--- src/design/abes_pkg.sv ---
// ----------------------------------------------------------------------------
// abes_pkg: shared types and constants for the ADPCM block encoder search
// Filter tables, block sizes and controller/datapath command structs.
// ----------------------------------------------------------------------------
package abes_pkg;

    localparam int NSAMP   = 28;
    localparam int NBYTES  = 16;
    localparam int NFILT   = 5;
    localparam int NSHIFT  = 13;

    // controller to datapath commands
    typedef struct packed {
        logic       store;      // write incoming sample
        logic [4:0] wr_idx;
        logic       trial_init; // load history for a new trial
        logic       run;        // process one sample of current trial
        logic [4:0] smp_idx;
        logic [2:0] filt;
        logic [3:0] shft;
        logic       trial_end;  // compare trial error, keep winner
        logic       search_init;
        logic       commit;     // commit winning history
        logic       emit;       // output phase flag, unused by datapath
        logic [3:0] byte_idx;
    } abes_cmd_t;

    typedef struct packed {
        logic [7:0] byte_val;
    } abes_sts_t;

    function automatic logic signed [7:0] filt_a(input logic [2:0] f);
        case (f)
            3'd1:    filt_a = 8'sd60;
            3'd2:    filt_a = 8'sd115;
            3'd3:    filt_a = 8'sd98;
            3'd4:    filt_a = 8'sd122;
            default: filt_a = 8'sd0;
        endcase
    endfunction

    function automatic logic signed [7:0] filt_b(input logic [2:0] f);
        case (f)
            3'd2:    filt_b = -8'sd52;
            3'd3:    filt_b = -8'sd55;
            3'd4:    filt_b = -8'sd60;
            default: filt_b = 8'sd0;
        endcase
    endfunction

endpackage

--- src/design/adpcm_block_encoder_search_unit.sv ---
// ----------------------------------------------------------------------------
// adpcm_block_encoder_search_unit: 28-sample ADPCM block encoder with search
// Collects samples, tries all filter/shift pairs, emits a 16-byte block.
// ----------------------------------------------------------------------------
//  channel | handshake           | payload
//  in      | in_valid/in_ready   | sample, block_flags
//  out     | out_valid/out_ready | out_byte, byte_index, last_byte
//
//  Items 1..27 of a block are stored as they arrive. The 28th starts a search
//  of 65 trials (one sample-trial per cycle in the shared quantise/reconstruct
//  unit), then 16 output bytes, one per cycle unless out_ready is low.
//  Input is held off during search and emit. Reset clears history and
//  sample count. A stalled output holds its byte.
module adpcm_block_encoder_search_unit
    import abes_pkg::*;
(
    input  logic        clk,
    input  logic        rst_n,
    input  logic        in_valid,
    output logic        in_ready,
    input  logic [15:0] sample,
    input  logic [7:0]  block_flags,
    output logic        out_valid,
    input  logic        out_ready,
    output logic [7:0]  out_byte,
    output logic [3:0]  byte_index,
    output logic        last_byte
);

    abes_cmd_t cmd;
    abes_sts_t sts;
    logic      emit_last;

    abes_ctrl u_ctrl (
        .clk       (clk),
        .rst_n     (rst_n),
        .in_valid  (in_valid),
        .in_ready  (in_ready),
        .out_valid (out_valid),
        .out_ready (out_ready),
        .cmd       (cmd),
        .emit_last (emit_last)
    );

    abes_datapath u_dp (
        .clk         (clk),
        .rst_n       (rst_n),
        .cmd         (cmd),
        .sample      ($signed(sample)),
        .block_flags (block_flags),
        .sts         (sts)
    );

    assign out_byte   = sts.byte_val;
    assign byte_index = cmd.byte_idx;
    assign last_byte  = emit_last;

endmodule

--- src/design/abes_datapath.sv ---
// ----------------------------------------------------------------------------
// abes_datapath: sample store, one sample-trial per cycle, winner tracking
// Predict, quantise and reconstruct combinationally; the squared error of each
// sample-trial is registered and added to the trial sum in the next cycle.
// ----------------------------------------------------------------------------
module abes_datapath
    import abes_pkg::*;
(
    input  logic              clk,
    input  logic              rst_n,
    input  abes_cmd_t         cmd,
    input  logic signed [15:0] sample,
    input  logic [7:0]        block_flags,
    output abes_sts_t         sts
);

    logic signed [15:0] store_mem [NSAMP];
    logic [3:0]         nib_trial [NSAMP];
    logic [3:0]         nib_win   [NSAMP];
    logic signed [15:0] last_reg, prev_reg, last_next, prev_next;   // trial history
    logic signed [15:0] hlast_reg, hprev_reg;                        // committed
    logic signed [15:0] blast_reg, bprev_reg;                        // best of search
    logic [36:0]        err_reg, err_next;
    logic [36:0]        werr_reg;
    logic [2:0]         bf_reg;
    logic [3:0]         bs_reg;
    logic [7:0]         flags_reg;
    logic signed [15:0] s_cur_reg;                                   // sample being tried
    logic signed [16:0] d_reg;                                       // error awaiting square
    logic [4:0]         rd_idx;

    // prefetch address: sample 0 on trial start, else the one after the current
    assign rd_idx = cmd.trial_init ? cmd.smp_idx
                  : ((cmd.smp_idx == 5'(NSAMP - 1)) ? 5'd0 : cmd.smp_idx + 5'd1);

    // sample store
    always_ff @(posedge clk)
    begin
        if (cmd.store)
        begin
            store_mem[cmd.wr_idx] <= sample;
            if (cmd.wr_idx == 5'(NSAMP - 1))
                flags_reg <= block_flags;
        end
        if (cmd.trial_init || cmd.run)
            s_cur_reg <= store_mem[rd_idx];
    end

    // one sample-trial: predict, quantise, reconstruct
    logic signed [15:0] s_cur;
    logic signed [25:0] pacc;
    logic signed [19:0] pred;
    logic [3:0]         amt;
    logic signed [21:0] resid;
    logic signed [21:0] q_raw;
    logic signed [4:0]  q;
    logic signed [22:0] rec_w;
    logic signed [15:0] rec;
    logic signed [16:0] d;
    logic [33:0]        sq;
    always_comb
    begin
        s_cur = s_cur_reg;
        pacc  = 26'(last_reg * filt_a(cmd.filt)) + 26'(prev_reg * filt_b(cmd.filt)) + 26'sd32;
        pred  = 20'(pacc >>> 6);
        amt   = 4'd12 - cmd.shft;
        resid = 22'(s_cur) - 22'(pred)
              + ((amt != 4'd0) ? (22'sd1 <<< (amt - 4'd1)) : 22'sd0);
        q_raw = resid >>> amt;
        if (q_raw > 22'sd7)
            q = 5'sd7;
        else if (q_raw < -22'sd8)
            q = -5'sd8;
        else
            q = 5'(q_raw);
        rec_w = (23'(q) <<< amt) + 23'(pred);
        if (rec_w > 23'sd32767)
            rec = 16'sh7fff;
        else if (rec_w < -23'sd32768)
            rec = -16'sh8000;
        else
            rec = 16'(rec_w);
        d = 17'(s_cur) - 17'(rec);
        // square of the previous sample-trial's error
        sq        = 34'(d_reg * d_reg);
        err_next  = err_reg + 37'(sq);
        last_next = rec;
        prev_next = last_reg;
    end

    always_ff @(posedge clk or negedge rst_n)
    begin
        if (!rst_n)
        begin
            hlast_reg <= '0;
            hprev_reg <= '0;
        end
        else if (cmd.commit)
        begin
            hlast_reg <= blast_reg;
            hprev_reg <= bprev_reg;
        end
    end

    // trial and winner registers
    always_ff @(posedge clk)
    begin
        if (cmd.trial_init)
        begin
            last_reg <= hlast_reg;
            prev_reg <= hprev_reg;
            err_reg  <= '0;
            d_reg    <= '0;
        end
        else if (cmd.run)
        begin
            last_reg <= last_next;
            prev_reg <= prev_next;
            err_reg  <= err_next;
            d_reg    <= d;
            nib_trial[cmd.smp_idx] <= 4'(q);
        end
        // err_next here includes the last sample's squared error
        if (cmd.trial_end && (err_next < werr_reg || cmd.search_init))
        begin
            werr_reg  <= err_next;
            bf_reg    <= cmd.filt;
            bs_reg    <= cmd.shft;
            blast_reg <= last_reg;
            bprev_reg <= prev_reg;
            for (int i = 0; i < NSAMP; i++)
                nib_win[i] <= nib_trial[i];
        end
    end

    // byte formation
    always_comb
    begin
        case (cmd.byte_idx)
            4'd0:    sts.byte_val = {1'b0, bf_reg, bs_reg};
            4'd1:    sts.byte_val = flags_reg;
            default: sts.byte_val = {nib_win[{cmd.byte_idx - 4'd2, 1'b1}],
                                     nib_win[{cmd.byte_idx - 4'd2, 1'b0}]};
        endcase
    end

endmodule

--- src/design/abes_ctrl.sv ---
// ----------------------------------------------------------------------------
// abes_ctrl: sequencer for collect, search and emit phases
// Walks 65 trials of 28 samples, then 16 output bytes.
// ----------------------------------------------------------------------------
module abes_ctrl
    import abes_pkg::*;
(
    input  logic      clk,
    input  logic      rst_n,
    input  logic      in_valid,
    output logic      in_ready,
    output logic      out_valid,
    input  logic      out_ready,
    output abes_cmd_t cmd,
    output logic      emit_last
);

    typedef enum logic [4:0] {
        ST_COLLECT = 5'b00001,
        ST_INIT    = 5'b00010,
        ST_RUN     = 5'b00100,
        ST_END     = 5'b01000,
        ST_EMIT    = 5'b10000
    } state_t;

    state_t     state_reg, state_next;
    logic [4:0] cnt_reg, cnt_next;
    logic [2:0] f_reg, f_next;
    logic [3:0] s_reg, s_next;
    logic       first_reg, first_next;
    logic [3:0] b_reg, b_next;

    assign in_ready  = (state_reg == ST_COLLECT);
    assign out_valid = (state_reg == ST_EMIT);
    assign emit_last = (b_reg == 4'(NBYTES - 1));

    always_comb
    begin
        state_next = state_reg;
        cnt_next   = cnt_reg;
        f_next     = f_reg;
        s_next     = s_reg;
        first_next = first_reg;
        b_next     = b_reg;
        cmd        = '0;
        cmd.wr_idx = cnt_reg;
        cmd.smp_idx = cnt_reg;
        cmd.filt   = f_reg;
        cmd.shft   = s_reg;
        cmd.byte_idx = b_reg;
        case (state_reg)
            ST_COLLECT:
            begin
                if (in_valid)
                begin
                    cmd.store = 1'b1;
                    if (cnt_reg == 5'(NSAMP - 1))
                    begin
                        cnt_next   = '0;
                        f_next     = '0;
                        s_next     = '0;
                        first_next = 1'b1;
                        state_next = ST_INIT;
                    end
                    else
                        cnt_next = cnt_reg + 5'd1;
                end
            end
            ST_INIT:
            begin
                cmd.trial_init = 1'b1;
                state_next = ST_RUN;
            end
            ST_RUN:
            begin
                cmd.run = 1'b1;
                if (cnt_reg == 5'(NSAMP - 1))
                begin
                    cnt_next   = '0;
                    state_next = ST_END;
                end
                else
                    cnt_next = cnt_reg + 5'd1;
            end
            ST_END:
            begin
                cmd.trial_end   = 1'b1;
                cmd.search_init = first_reg;
                first_next      = 1'b0;
                if (s_reg == 4'(NSHIFT - 1))
                begin
                    s_next = '0;
                    if (f_reg == 3'(NFILT - 1))
                    begin
                        b_next     = '0;
                        state_next = ST_EMIT;
                    end
                    else
                    begin
                        f_next     = f_reg + 3'd1;
                        state_next = ST_INIT;
                    end
                end
                else
                begin
                    s_next     = s_reg + 4'd1;
                    state_next = ST_INIT;
                end
            end
            ST_EMIT:
            begin
                cmd.emit   = 1'b1;
                cmd.commit = (b_reg == 4'd0);
                if (out_ready)
                begin
                    b_next = b_reg + 4'd1;
                    if (b_reg == 4'(NBYTES - 1))
                        state_next = ST_COLLECT;
                end
            end
            default: state_next = ST_COLLECT;
        endcase
    end

    always_ff @(posedge clk or negedge rst_n)
    begin
        if (!rst_n)
        begin
            state_reg <= ST_COLLECT;
            cnt_reg   <= '0;
            f_reg     <= '0;
            s_reg     <= '0;
            first_reg <= 1'b0;
            b_reg     <= '0;
        end
        else
        begin
            state_reg <= state_next;
            cnt_reg   <= cnt_next;
            f_reg     <= f_next;
            s_reg     <= s_next;
            first_reg <= first_next;
            b_reg     <= b_next;
        end
    end

    // checks
    a_no_in_during_search: assert property (@(posedge clk) disable iff (!rst_n)
        (state_reg != ST_COLLECT) |-> !in_ready)
        else $error("input taken outside collect");
    a_cnt_range: assert property (@(posedge clk) disable iff (!rst_n)
        cnt_reg < 5'(NSAMP))
        else $error("sample counter out of range");
    a_emit_after_end: assert property (@(posedge clk) disable iff (!rst_n)
        $rose(out_valid) |-> $past(state_reg == ST_END))
        else $error("emit without search end");
    a_filt_range: assert property (@(posedge clk) disable iff (!rst_n)
        f_reg < 3'(NFILT) && s_reg < 4'(NSHIFT))
        else $error("trial pair out of range");

endmodule
--- config.mk ---
export PLATFORM = sky130hd
export DESIGN_NAME = adpcm_block_encoder_search_unit
export DESIGN_NICKNAME = d
export VERILOG_FILES = /design/src/design/abes_pkg.sv /design/src/design/adpcm_block_encoder_search_unit.sv /design/src/design/abes_datapath.sv /design/src/design/abes_ctrl.sv
export SDC_FILE = /design/constraint.sdc
export NUM_CORES = 2
export LEC_CHECK = 0
export BUFFER_PORTS_ARGS = -buffer_cell sky130_fd_sc_hd__buf_2
export CAP_MARGIN = 20
export CORE_UTILIZATION = 38
export DETAILED_ROUTE_END_ITERATION = 16
export PLACE_DENSITY = 0.51
export SLEW_MARGIN = 15
export SYNTH_ARGS = -nofsm -noshare
export SYNTH_HDL_FRONTEND = slang
export SYNTH_SLANG_ARGS = --single-unit
export TNS_END_PERCENT = 50
--- constraint.sdc ---
create_clock -name clk -period 23 [get_ports clk]
set_clock_uncertainty 0.1 [all_clocks]
set_input_delay 0 -clock clk [delete_from_list [all_inputs] [get_ports clk]]
set_output_delay 0 -clock clk [all_outputs]
set_load 0.01 [all_outputs]
==> results <==
- The final hold violation count came to 0.
- The floorplan has 144 rows.
- Leaving out filler cells and counting taps, the final layout contains 7094.
- In the layout the commonest cells are edfxtp_1, inv_1, nand2_1.
- The post-synthesis area per instance is around 12 um^2.
- The synthesis-to-layout area growth is 11.3%.
- The maximum buffer depth of the clock tree is 3.
- The number of antenna violations at the first check in global routing was 3.
- After clock tree synthesis, the clock-pin slew on the worst setup and hold paths is 80 ps.
- The Yosys warning count is 0.
- In this run switching power makes up 21.0% of total power.
- The count of maximum capacitance violations is 0.
- The share of cells above drive strength 1 is between 10% and 20%.
- STA classifies the critical path endpoint as a register.
- The number of flip-flops under the largest register name is 448.
- The placeable core region is 155000 um^2.
- The final RePlAce weighted congestion is 0.899.
- Global routing used 19.0% of the available tracks across all layers.
- After legalization and detailed placement, the total HPWL measured 105000 um.
- The number of search-and-repair iterations in the first detailed-routing pass is 6.
- In this run the cell area of the synthesized design comes to approximately 59000 um^2.
- The starting density of the core is 38.4%.
- The share of the core filled with cells is 42.7%.
- Setup repair after global routing left no endpoint under its margin.
- The H-tree was split into 3 levels.
- The total CTS buffers is roughly 100.
- The count of nets left with antenna violations once routing finished came out at 0.
- For this design the total switching power over the nets is around 0.73 mW.
- Entering global routing, the biggest net connects 170 pins.
- When the netlist entered floorplanning its net count stood at between 5000 and 6000.
- For this run, design rule violations remaining after detail routing come to 0.
- The pre-CTS setup slack is ~3100 ps.
- The largest registers in the layout are u_dp.store_mem x448, u_dp.nib_trial x112, u_dp.nib_win x112.
- In this run the tightest slew margin relative to its limit is between 20 and 30%.
- The synthesis-stage register bit count is 912.
- The total placed cells including tap cells is 6870.
- The total number of clock tree sinks is about 910.
- For the final routed database, the setup TNS stands at 0 ps.
- Summed over all cells, the static leakage comes to 26.9 nW.
- The post-route minimum period is 20070 ps.
- In the routed layout, each cell is associated on average with a via count of slightly above 5.
- Timing would allow up to 49.8 MHz.
- In the post-route analysis, the smallest setup slack over all paths is 2930 ps.
- The share of total power in the clock network is 47.9%.
- The critical path data required time is 23460 ps.
- At the worst endpoint, the arrival time is 20520 ps.
- The actual slew at the worst max-slew pin is ~1100 ps.
- In this run the vertical extent of the chip is 397 um.
- The min-delay analysis places its worst path in the category primary input to register.
- The power consumption is around 3.5 mW.
- STA classifies the critical path startpoint as a register.
- In this run the cell area measured after placement is 62200 um^2.
- The largest individual stage delay along the critical path comes from the cell a21boi_1.
- The number of flops mapped to enable cells by yosys is ~800.
- The final setup violation count is 0.
- More flip-flops sit in one register than any other, and that register is u_dp.store_mem.
- The first-iteration detailed-routing DRC count is 2318.
- The power per standard cell area is 52.7 nW/um^2.
- Sequential cells were found to cover 44.8% of the synthesized design area.
- The final critical path takes up 87.2% of the cycle.
- The clock tree from TritonCTS is yes.
- The fraction of power consumed by combinational cells is less than 1%.
- Clock latency on the worst-skew pair, taken at its later pin, is 800 ps.
- Counting every instance in the synthesized netlist gives between 4000 and 5000.
- The average wire per cell in the routed design is 20.9 um.
- The count of cells resized by post-cts repair is 0.
- The via count of the first global-routing pass is 37800.
- The wire length of the first global-routing pass is between 200000 and 250000 um.
- The total vias in the final route is 36700.
- The count of input and output buffers is 42.
- The dominant register cell in the synthesized netlist is edfxtp_1.
- The run finished with clean final reports.
- The most common cell after layout, fill and taps aside is edfxtp_1.
- The floorplan step defined a die boundary enclosing ~160000 um^2.
- The start-to-end type of the worst setup path is register to register.
- The width of the die is 397 um.
- The cell seen most often among critical-path stages is a21oi_1.
- The highest fanout seen on the critical path is 21.
- The clock root buffer is clkbuf_16.
- Summed over all layers, the routed wires come to between 100000 and 150000 um.
- The tightest hold path in the finished design has a slack of 20.7 ps.
- Yosys mapped the design onto 110 distinct sky130hd cell types.
- The boundary pin count is 43.
- Per report_power, the sequential group accounts for 51.4% of the total.
- Of all flip-flops after synthesis, the portion carrying an async set or reset was around 5.9%.
- The finished layout cell area is 66000 um^2.
- The number of max-slew violations in the final report is 0.
- The total overflow reported by the global router is 0.
- The cell-internal power is 2.75 mW.
- The worst vdd rail ir drop is 0.0661 mV.
- The number of nets in the layout is 5824.
- The delay of the slowest cell on the worst path is around 830 ps.
==> cell usage after synthesis (all sizes together) (40+ instances only) <==
| library cell | n | area [um^2] |
|---|---|---|
| inv | 666 | 2500 |
| a21o | 70 | 526 |
| edfxtp | 804 | 24100 |
| nor2 | 239 | 897 |
| dfrtp | 53 | 1330 |
| fa | 412 | 8250 |
| mux4 | 145 | 3270 |
| o21ai | 136 | 684 |
| nor2b | 68 | 425 |
| nand2 | 443 | 1660 |
| nand3 | 96 | 480 |
| a21oi | 234 | 1190 |
| nor3 | 42 | 238 |
| mux2 | 55 | 623 |
| xor2 | 59 | 524 |
| clkbuf | 125 | 469 |
| xnor2 | 144 | 1280 |
| and2 | 115 | 719 |
| dfxtp | 54 | 1080 |
| ha | 420 | 5260 |
| nand2b | 40 | 250 |
==> what timing repair did <==
item	in CTS	in global routing
endpoints found under the hold margin	536	0
setup endpoints to repair	0	0
hold buffers	35	0
buffers inserted	0	0
==> worst paths after layout <==
path | to | slack (ps) | depth (start not counted) | from
worst max-delay path | u_dp.d_reg[15] | 2930 | 86 | u_ctrl.f_reg[0]
worst min-delay path | u_dp.flags_reg[5] | 20 | 2 | block_flags[5]
worst max register to register | u_dp.d_reg[15] | 2930 | 86 | u_ctrl.f_reg[0]
worst min register to register | u_dp.nib_win[3][6] | 280 | 0 | u_dp.nib_trial[7][2]
max in group asynchronous | u_dp.hprev_reg[15] | 21910 | 4 | rst_n
min in group asynchronous | u_dp.hlast_reg[4] | 310 | 4 | rst_n
==> power groups by stage <==
stage / clock (mW) / sequential (mW) / combinational, mW
detailed placement: 0 / 1.82 / 0.0206
global route: 1.77 / 1.79 / 0.0270
finish: 1.67 / 1.79 / 0.0247
CTS: 1.71 / 1.79 / 0.0256
floorplan: 0 / 1.82 / 0.0000262
global placement: 0 / 1.82 / 0.0200
==> cell type report <==
cell class	instances	area [um^2]
clock buffer	118	2600
timing repair buffer	152	1170
sequential	912	26600
inverter	668	2510
multi-input combinational	3129	29800
tap	2044	2560
antenna	2	5.00
fill	14400	88600
clock inverter	69	835
==> kinds of logic (layout without fill, tap and decap cells) <==
logic type	Yosys count	count (layout)	share of synthesized area, %
adders and majority gates	834	834	22.8
AOI/OAI and AO/OA	703	703	7.75
and+or+nand+nor	1164	1164	9.37
xor gates and xnor gates	204	204	3.08
muxes	224	224	6.96
DFF	912	912	44.8
buffers and inverters	827	1007	5.28
other	0	2	0
==> per-layer routing <==
metal | up-vias | global-route usage, % | share of wire, %
li1 | 17200 | - | -
met1 | 18700 | 26.9 | 46
met2 | 655 | 31.3 | 48
met3 | 173 | 2.06 | 3.6
met4 | 0 | 4.51 | 2.1
met5 | - | 0 | 0
==> worst max-delay path, delay by kind of cell, from the launching register on <==
family	cells	cell delay, ps
XOR/XNOR	3	680
AO/OA/AOI/OAI	39	8530
multiplexers	1	270
flip-flops	1	440
buffers and inverters	10	1370
AND/OR/NAND/NOR	20	3620
adder cells (fa/ha/maj)	13	4860
Power figures use the tool's default switching activity.
